File: config.mk
export PLATFORM = sky130hd
export DESIGN_NAME = fan_command_frame_parser
export DESIGN_NICKNAME = d
export VERILOG_FILES = /design/src/rtl/fcfp_pkg.sv /design/src/rtl/fan_command_frame_parser.sv /design/src/rtl/fcfp_frame_decode.sv
export SDC_FILE = /design/constraint.sdc
export NUM_CORES = 1
export LEC_CHECK = 0
export BUFFER_PORTS_ARGS = -buffer_cell sky130_fd_sc_hd__buf_4
export CAP_MARGIN = 30
export CORE_AREA = 2 2 288 290
export DETAILED_ROUTE_END_ITERATION = 8
export DIE_AREA = 0 0 290 292
export GPL_TIMING_DRIVEN = 0
export SYNTH_ARGS = -nofsm -noshare
export SYNTH_HDL_FRONTEND = slang
export SYNTH_SLANG_ARGS = --single-unit
File: constraint.sdc
create_clock -name aclk -period 19.85 [get_ports aclk]
set_input_delay 2.9775 -clock aclk [delete_from_list [all_inputs] [get_ports aclk]]
set_output_delay 2.9775 -clock aclk [all_outputs]
set_load 0.03 [all_outputs]
File: src/rtl/fcfp_pkg.sv
package fcfp_pkg;

    localparam int unsigned FRAME_LENGTH = 9;
    localparam int unsigned POS_W = 4;
    localparam int unsigned BODY_LEN = FRAME_LENGTH - 3;

    localparam logic [POS_W-1:0] POS_HUNT = POS_W'(0);
    localparam logic [POS_W-1:0] POS_SECOND = POS_W'(1);
    localparam logic [POS_W-1:0] POS_LAST = POS_W'(FRAME_LENGTH - 1);

    localparam logic [7:0] HEAD_FIRST = 8'h55;
    localparam logic [7:0] HEAD_SECOND = 8'hAA;
    localparam logic [7:0] TAIL_FIRST = 8'h66;
    localparam logic [7:0] TAIL_SECOND = 8'hBB;
    localparam logic [7:0] DUTY_LIMIT = 8'hA0;
    localparam logic [7:0] DUTY_LOW_MASK = 8'h0F;
    localparam logic [6:0] FULL_PERCENT = 7'd100;
    localparam logic [7:0] PERCENT_STEP = 8'd10;

    // Division by 100 is a multiply by ceil(2^30 / 100), exact for
    // dividends below 2^23.
    localparam int unsigned RECIP_SHIFT = 30;
    localparam logic [23:0] RECIP_K = 24'd10737419;
    localparam int unsigned SCALED_W = 40;
    localparam int unsigned PRODUCT_W = SCALED_W + 7;

    localparam int unsigned OUT_TDATA_W = 40;

    typedef enum logic [1:0] {
        CFG_COMMAND_TYPE = 2'd0,
        CFG_FAN_ON_CODE  = 2'd1,
        CFG_DUTY_OFFSET  = 2'd2,
        CFG_PWM_PERIOD   = 2'd3
    } cfg_index_t;

    typedef enum logic [1:0] {
        STATUS_ON         = 2'd0,
        STATUS_FORCED_OFF = 2'd1,
        STATUS_BAD_TAIL   = 2'd2,
        STATUS_OTHER_TYPE = 2'd3
    } status_t;

    typedef struct packed {
        logic [7:0]          command_type;
        logic [7:0]          fan_on_code;
        logic [6:0]          duty_offset;
        logic [15:0]         pwm_period;
        logic [SCALED_W-1:0] period_scaled;
    } cfg_t;

    localparam logic [15:0] PERIOD_RESET = 16'd1000;

    localparam cfg_t CFG_RESET = '{
        command_type:  8'd1,
        fan_on_code:   8'd1,
        duty_offset:   7'd5,
        pwm_period:    PERIOD_RESET,
        period_scaled: {24'b0, PERIOD_RESET} * {16'b0, RECIP_K}
    };

    typedef struct packed {
        status_t     status;
        logic        fan_on;
        logic [7:0]  duty_kept;
        logic [7:0]  clear_flags;
        logic [15:0] compare;
    } frame_result_t;

endpackage

File: src/rtl/fan_command_frame_parser.sv
// Fan command frame parser. Bytes from the host link enter on s_axis, one per
// clock when the result side is not stalled. The parser hunts for the header
// 0x55 0xAA (a repeated 0x55 restarts the header), collects a 9-byte frame and
// gives one status item on m_axis per completed frame, none for other bytes.
// A control frame with a good tail sets the fan switch, the duty code and the
// PWM compare, which is (10 * duty high nibble + offset, capped at 100) percent
// of the PWM period. Each byte is held in the input register and decoded in one
// pass into the result register, which holds the status item after the last
// frame byte; one byte is taken every cycle unless the input stalls. The result
// register holds a waiting item while the next bytes are taken; only a frame
// end that meets a still-waiting result stalls the input. The user must write
// registers through cfg only while the block is idle (the block does not
// enforce it): 0 command type, 1 fan-on code, 2 duty offset, 3 PWM period.
module fan_command_frame_parser
    import fcfp_pkg::*;
(
    input  logic                   aclk,
    input  logic                   aresetn,

    input  logic                   s_axis_tvalid,
    output logic                   s_axis_tready,
    input  logic [7:0]             s_axis_tdata,   // [7:0] rx_byte

    output logic                   m_axis_tvalid,
    input  logic                   m_axis_tready,
    // [1:0] frame_status, [2] fan_enabled, [10:3] duty_code_kept,
    // [18:11] clear_request, [34:19] pwm_compare, [39:35] zero
    output logic [OUT_TDATA_W-1:0] m_axis_tdata,

    input  logic                   cfg_valid,
    output logic                   cfg_ready,
    input  logic [1:0]             cfg_index,
    input  logic [15:0]            cfg_data
);

    cfg_t             cfg_reg;
    logic             in_valid_reg;
    logic [7:0]       byte_reg;
    logic [POS_W-1:0] pos_reg;
    logic [POS_W-1:0] pos_next;
    logic [7:0]       body_reg [BODY_LEN];
    logic             fan_on_reg;
    logic [15:0]      compare_reg;
    logic             out_valid_reg;
    frame_result_t    out_reg;
    frame_result_t    result;
    logic             frame_end;
    logic             advance;

    assign cfg_ready = 1'b1;

    always_ff @(posedge aclk) begin
        if (!aresetn) begin
            cfg_reg <= CFG_RESET;
        end else if (cfg_valid) begin
            case (cfg_index_t'(cfg_index))
                CFG_COMMAND_TYPE: cfg_reg.command_type <= cfg_data[7:0];
                CFG_FAN_ON_CODE:  cfg_reg.fan_on_code <= cfg_data[7:0];
                CFG_DUTY_OFFSET:  cfg_reg.duty_offset <= cfg_data[6:0];
                CFG_PWM_PERIOD: begin
                    cfg_reg.pwm_period <= cfg_data;
                    cfg_reg.period_scaled <= {24'b0, cfg_data} * {16'b0, RECIP_K};
                end
                default: cfg_reg <= cfg_reg;
            endcase
        end
    end

    assign frame_end = (pos_reg == POS_LAST);
    assign advance = in_valid_reg && (!frame_end || !out_valid_reg || m_axis_tready);
    assign s_axis_tready = !in_valid_reg || advance;

    always_ff @(posedge aclk) begin
        if (!aresetn) begin
            in_valid_reg <= 1'b0;
        end else if (s_axis_tready) begin
            in_valid_reg <= s_axis_tvalid;
        end
    end

    always_ff @(posedge aclk) begin
        if (s_axis_tready && s_axis_tvalid) begin
            byte_reg <= s_axis_tdata;
        end
    end

    always_comb begin
        pos_next = POS_HUNT;
        case (pos_reg)
            POS_HUNT: begin
                pos_next = (byte_reg == HEAD_FIRST) ? POS_SECOND : POS_HUNT;
            end
            POS_SECOND: begin
                if (byte_reg == HEAD_SECOND) begin
                    pos_next = pos_reg + POS_W'(1);
                end else if (byte_reg == HEAD_FIRST) begin
                    pos_next = POS_SECOND;
                end else begin
                    pos_next = POS_HUNT;
                end
            end
            default: begin
                pos_next = (pos_reg < POS_LAST) ? pos_reg + POS_W'(1) : POS_HUNT;
            end
        endcase
    end

    always_ff @(posedge aclk) begin
        if (!aresetn) begin
            pos_reg <= POS_HUNT;
        end else if (advance) begin
            pos_reg <= pos_next;
        end
    end

    // Frame body shift line; at the frame end tap 0 holds the first tail byte
    // and the last tap holds the type byte.
    always_ff @(posedge aclk) begin
        if (advance) begin
            body_reg[0] <= byte_reg;
            for (int i = 1; i < BODY_LEN; i++) begin
                body_reg[i] <= body_reg[i-1];
            end
        end
    end

    fcfp_frame_decode u_decode (
        .cfg         (cfg_reg),
        .type_byte   (body_reg[5]),
        .switch_byte (body_reg[4]),
        .duty_byte   (body_reg[3]),
        .clear_byte  (body_reg[2]),
        .tail_first  (body_reg[0]),
        .tail_second (byte_reg),
        .fan_on_cur  (fan_on_reg),
        .compare_cur (compare_reg),
        .result      (result)
    );

    always_ff @(posedge aclk) begin
        if (!aresetn) begin
            fan_on_reg <= 1'b0;
            compare_reg <= 16'd0;
            out_valid_reg <= 1'b0;
        end else if (advance && frame_end) begin
            fan_on_reg <= result.fan_on;
            compare_reg <= result.compare;
            out_valid_reg <= 1'b1;
        end else if (m_axis_tready) begin
            out_valid_reg <= 1'b0;
        end
    end

    always_ff @(posedge aclk) begin
        if (advance && frame_end) begin
            out_reg <= result;
        end
    end

    assign m_axis_tvalid = out_valid_reg;
    assign m_axis_tdata = {5'b0, out_reg.compare, out_reg.clear_flags, out_reg.duty_kept,
                           out_reg.fan_on, out_reg.status};

    assert property (@(posedge aclk) disable iff (!aresetn)
        !fan_on_reg |-> (compare_reg == 16'd0))
        else $error("PWM compare is nonzero while the fan is off");

    assert property (@(posedge aclk) disable iff (!aresetn)
        pos_reg <= POS_LAST)
        else $error("Frame position ran past the frame end");

    assert property (@(posedge aclk) disable iff (!aresetn)
        (out_valid_reg && (out_reg.status == STATUS_FORCED_OFF)) |->
            (!out_reg.fan_on && (out_reg.compare == 16'd0) && (out_reg.duty_kept == 8'd0)))
        else $error("Forced-off item reports a running fan");

    assert property (@(posedge aclk) disable iff (!aresetn)
        (advance && frame_end) |=> (out_valid_reg && (fan_on_reg == out_reg.fan_on)))
        else $error("Fan state and reported item disagree after a frame end");

endmodule

File: src/rtl/fcfp_frame_decode.sv
module fcfp_frame_decode
    import fcfp_pkg::*;
(
    input  cfg_t          cfg,
    input  logic [7:0]    type_byte,
    input  logic [7:0]    switch_byte,
    input  logic [7:0]    duty_byte,
    input  logic [7:0]    clear_byte,
    input  logic [7:0]    tail_first,
    input  logic [7:0]    tail_second,
    input  logic          fan_on_cur,
    input  logic [15:0]   compare_cur,
    output frame_result_t result
);

    logic                 tail_ok;
    logic                 duty_ok;
    logic [7:0]           tens;
    logic [8:0]           percent_sum;
    logic [6:0]           percent;
    logic [PRODUCT_W-1:0] product;
    logic [16:0]          quotient;
    logic [15:0]          compare;

    assign tail_ok = (tail_first == TAIL_FIRST) && (tail_second == TAIL_SECOND);
    assign duty_ok = (duty_byte <= DUTY_LIMIT) && ((duty_byte & DUTY_LOW_MASK) == 8'd0);

    assign tens = {4'b0, duty_byte[7:4]} * PERCENT_STEP;
    assign percent_sum = {1'b0, tens} + {2'b0, cfg.duty_offset};
    assign percent = (percent_sum > {2'b0, FULL_PERCENT}) ? FULL_PERCENT : percent_sum[6:0];

    // The period was already scaled by the reciprocal of 100 when written.
    assign product = {{SCALED_W{1'b0}}, percent} * {7'b0, cfg.period_scaled};
    assign quotient = product[RECIP_SHIFT+16:RECIP_SHIFT];
    assign compare = (quotient > {1'b0, cfg.pwm_period}) ? cfg.pwm_period : quotient[15:0];

    always_comb begin
        result.status = STATUS_BAD_TAIL;
        result.fan_on = fan_on_cur;
        result.duty_kept = 8'd0;
        result.clear_flags = 8'd0;
        result.compare = compare_cur;
        if (!tail_ok) begin
            result.status = STATUS_BAD_TAIL;
        end else if (type_byte != cfg.command_type) begin
            result.status = STATUS_OTHER_TYPE;
        end else begin
            result.clear_flags = clear_byte;
            if ((switch_byte == cfg.fan_on_code) && duty_ok) begin
                result.status = STATUS_ON;
                result.fan_on = 1'b1;
                result.duty_kept = duty_byte;
                result.compare = compare;
            end else begin
                result.status = STATUS_FORCED_OFF;
                result.fan_on = 1'b0;
                result.compare = 16'd0;
            end
        end
    end

endmodule

==> impl_metrics.json <==
{
  "status": "complete, no violations",
  "tightest_slew_ps": 753,
  "worst_ep_required_time_ps": 20030,
  "grt_setup_unrepaired": "false",
  "async_reset_ff_frac": 0,
  "placementRows": 105,
  "grt_pass1_wl_um": 92900,
  "min_period_over_period": 0.639,
  "ir_drop_mv": 0.225,
  "viasPerCell": 4.61,
  "postRouteWirelength_um": 57500,
  "path_clk_slew_ps": 80,
  "ys_ff_latch": 192,
  "max-slew-margin-rel": 0.493,
  "tritoncts": "yes",
  "die_w_um": 290,
  "wl_per_cell_um": 16.2,
  "slew_violations": 0,
  "fin_util": 0.309,
  "grt_max_degree": 41,
  "dr.pass1.iters": 7,
  "ios": 74,
  "dp.final_hpwl_um": 47800,
  "synthDistinctLibCells": 73,
  "leakagePower_uw": 0.0121,
  "crit_type": "reg -> reg",
  "antenna_found_initial": 3,
  "yosysTopAreaCell": "fa_1",
  "syn_area_um2": 22700,
  "final_common_cell": "inv_1",
  "grt_pass1_vias": 16900,
  "cts_sinks": 192,
  "final_cell_mix": "inv_1 (415), fa_1 (311), ha_1 (260)",
  "hp-class": "reg -> reg",
  "setup_slack_ps": 7170,
  "post_cts_resized": 0,
  "yosysWarnings": 0,
  "stdcell_area_um2": 25200,
  "cts_buffer_depth": 2,
  "fin_total_pwr_uw": 3640,
  "cp_max_fo": 10,
  "post_cts_buffers": 0,
  "grt-ovfl-total": 0,
  "maxCapViolCount": 0,
  "dpl_worst_slack_ps": 7310,
  "fin_crit_ps": 12680,
  "gp_congestion": 0.920,
  "port_buffers": 67,
  "fmax_mhz": 78.9,
  "cts_root_buffer": "clkbuf_16",
  "critPathArrivalTime_ps": 12860,
  "ys_seq_area_frac": 0.209,
  "finalClockSkew_ps": 21.5,
  "die-area_um2": 84700,
  "start_util": 0.279,
  "antenna_left": 0,
  "final_nets": 3069,
  "place_area_um2": 24600,
  "crit_path_end_kind": "flip-flop",
  "drt_iter0_markers": 848,
  "grt_usage": 0.138,
  "synth_edf_count": 91,
  "vias": 16400,
  "largest_register_ffs": 78,
  "post-route-drc-count": 0,
  "synth-main-ff-cell": "dfxtp_1",
  "numCtsBuffers": 17,
  "netlist_instances": 2371,
  "h-tree-depth": 4,
  "powerDensity_nw_per_um2": 144,
  "area_delta_synth_final_pct": 11.0,
  "worstSkewPairLatency_ps": 460,
  "setup.worst_path.start_class": "flip-flop",
  "finalHoldViolCount": 0,
  "finalSetupTns_ps": 0,
  "die_h_um": 292,
  "synth_area_leaders": "fa_1 (27%), ha_1 (14%), edfxtp_1 (12%)",
  "setup_viol": 0,
  "drive_gt1_frac": 0.0544,
  "avgSynthCellArea_um2": 9.58,
  "cp_slowest_cell": "a2111oi_1",
  "critPathMaxStageDelay_ps": 600,
  "yosysTopAreaCellShare": 0.274,
  "cts_hold_buffers": 0,
  "coreArea_um2": 81600
}
-- metal layers --
metal / up-vias / global-route usage / wire length, um / share of wire
met5: - / 0 / 0 / 0
met4: 0 / 0.0293 / 968 / 0.017
met3: 54 / 0.0180 / 2450 / 0.043
met2: 349 / 0.231 / 26900 / 0.47
met1: 8117 / 0.191 / 27200 / 0.47
li1: 7847 / - / - / -
-- synth_stat cells, drive strengths merged (13+ instances only) --
master and n:
inv 416, fa 311, ha 260, nand2 236, and2 228, dfxtp 101
o21ai 93, edfxtp 91, a21oi 73, clkbuf 61, nor2 55, a21o 45
xnor2 35, xor2 32, nand3 29, a21boi 26, nor2b 22, o211ai 22
mux2i 21, nor3 18, o21bai 15, buf 14, nand4 14, a211oi 13
o21a 13
-- critical path, delay by kind of cell (launching register included) --
kind            cells  cell delay [ps]
compound gates     17             3950
xor+xnor            1              420
fa+ha+maj          10             4130
buf+inv             4              860
flops               1              570
mux                 2              770
simple gates        6             1660
-- area by class of cell --
type                    count  area, um2
multi-input cells        1696      16100
repair buffers             69        543
plain buffers              75        313
well taps                1070       1340
clock inverters            14        143
flip-flops and latches    192       4750
fillers                  8474      56400
diodes                      2       5.00
clock buffers              18        429
inverters                 416       1560
-- final timing paths --
check | endpoint | startpoint | slack (ps) | cells after the start
max | m_axis_tdata[20] | body_reg[3][5] | 7170 | 40
min | body_reg[2][2] | body_reg[1][2] | 420 | 0
min reg2reg | body_reg[2][2] | body_reg[1][2] | 420 | 0
max reg2reg | m_axis_tdata[20] | body_reg[3][5] | 7170 | 40
-- report_power, final --
group / leakage, uW / switching (uW) / internal [uW]
Sequential: 0.00171 / 41.2 / 434
Clock: 0.000278 / 167 / 168
Combinational: 0.0101 / 1690 / 1140
-- cell families after synthesis --
kind of cell	Yosys count	share of synthesized area
multiplexers	28	0.0127
AO/OA/AOI/OAI	355	0.101
adder cells (fa/ha/maj)	571	0.417
other	2	0.000330
AND/OR/NAND/NOR	665	0.151
buffers and inverters	491	0.0824
XOR/XNOR	67	0.0258
flip-flops	192	0.209
-- stage by stage --
step	hold slack, ps	instances
3_5_place_dp	405	3518
4_1_cts	424	3550
5_1_grt	432	3550
3_3_place_gp	401	3516
6_report	424	3552
2_1_floorplan	400	2379
Power figures use the tool's default switching activity.
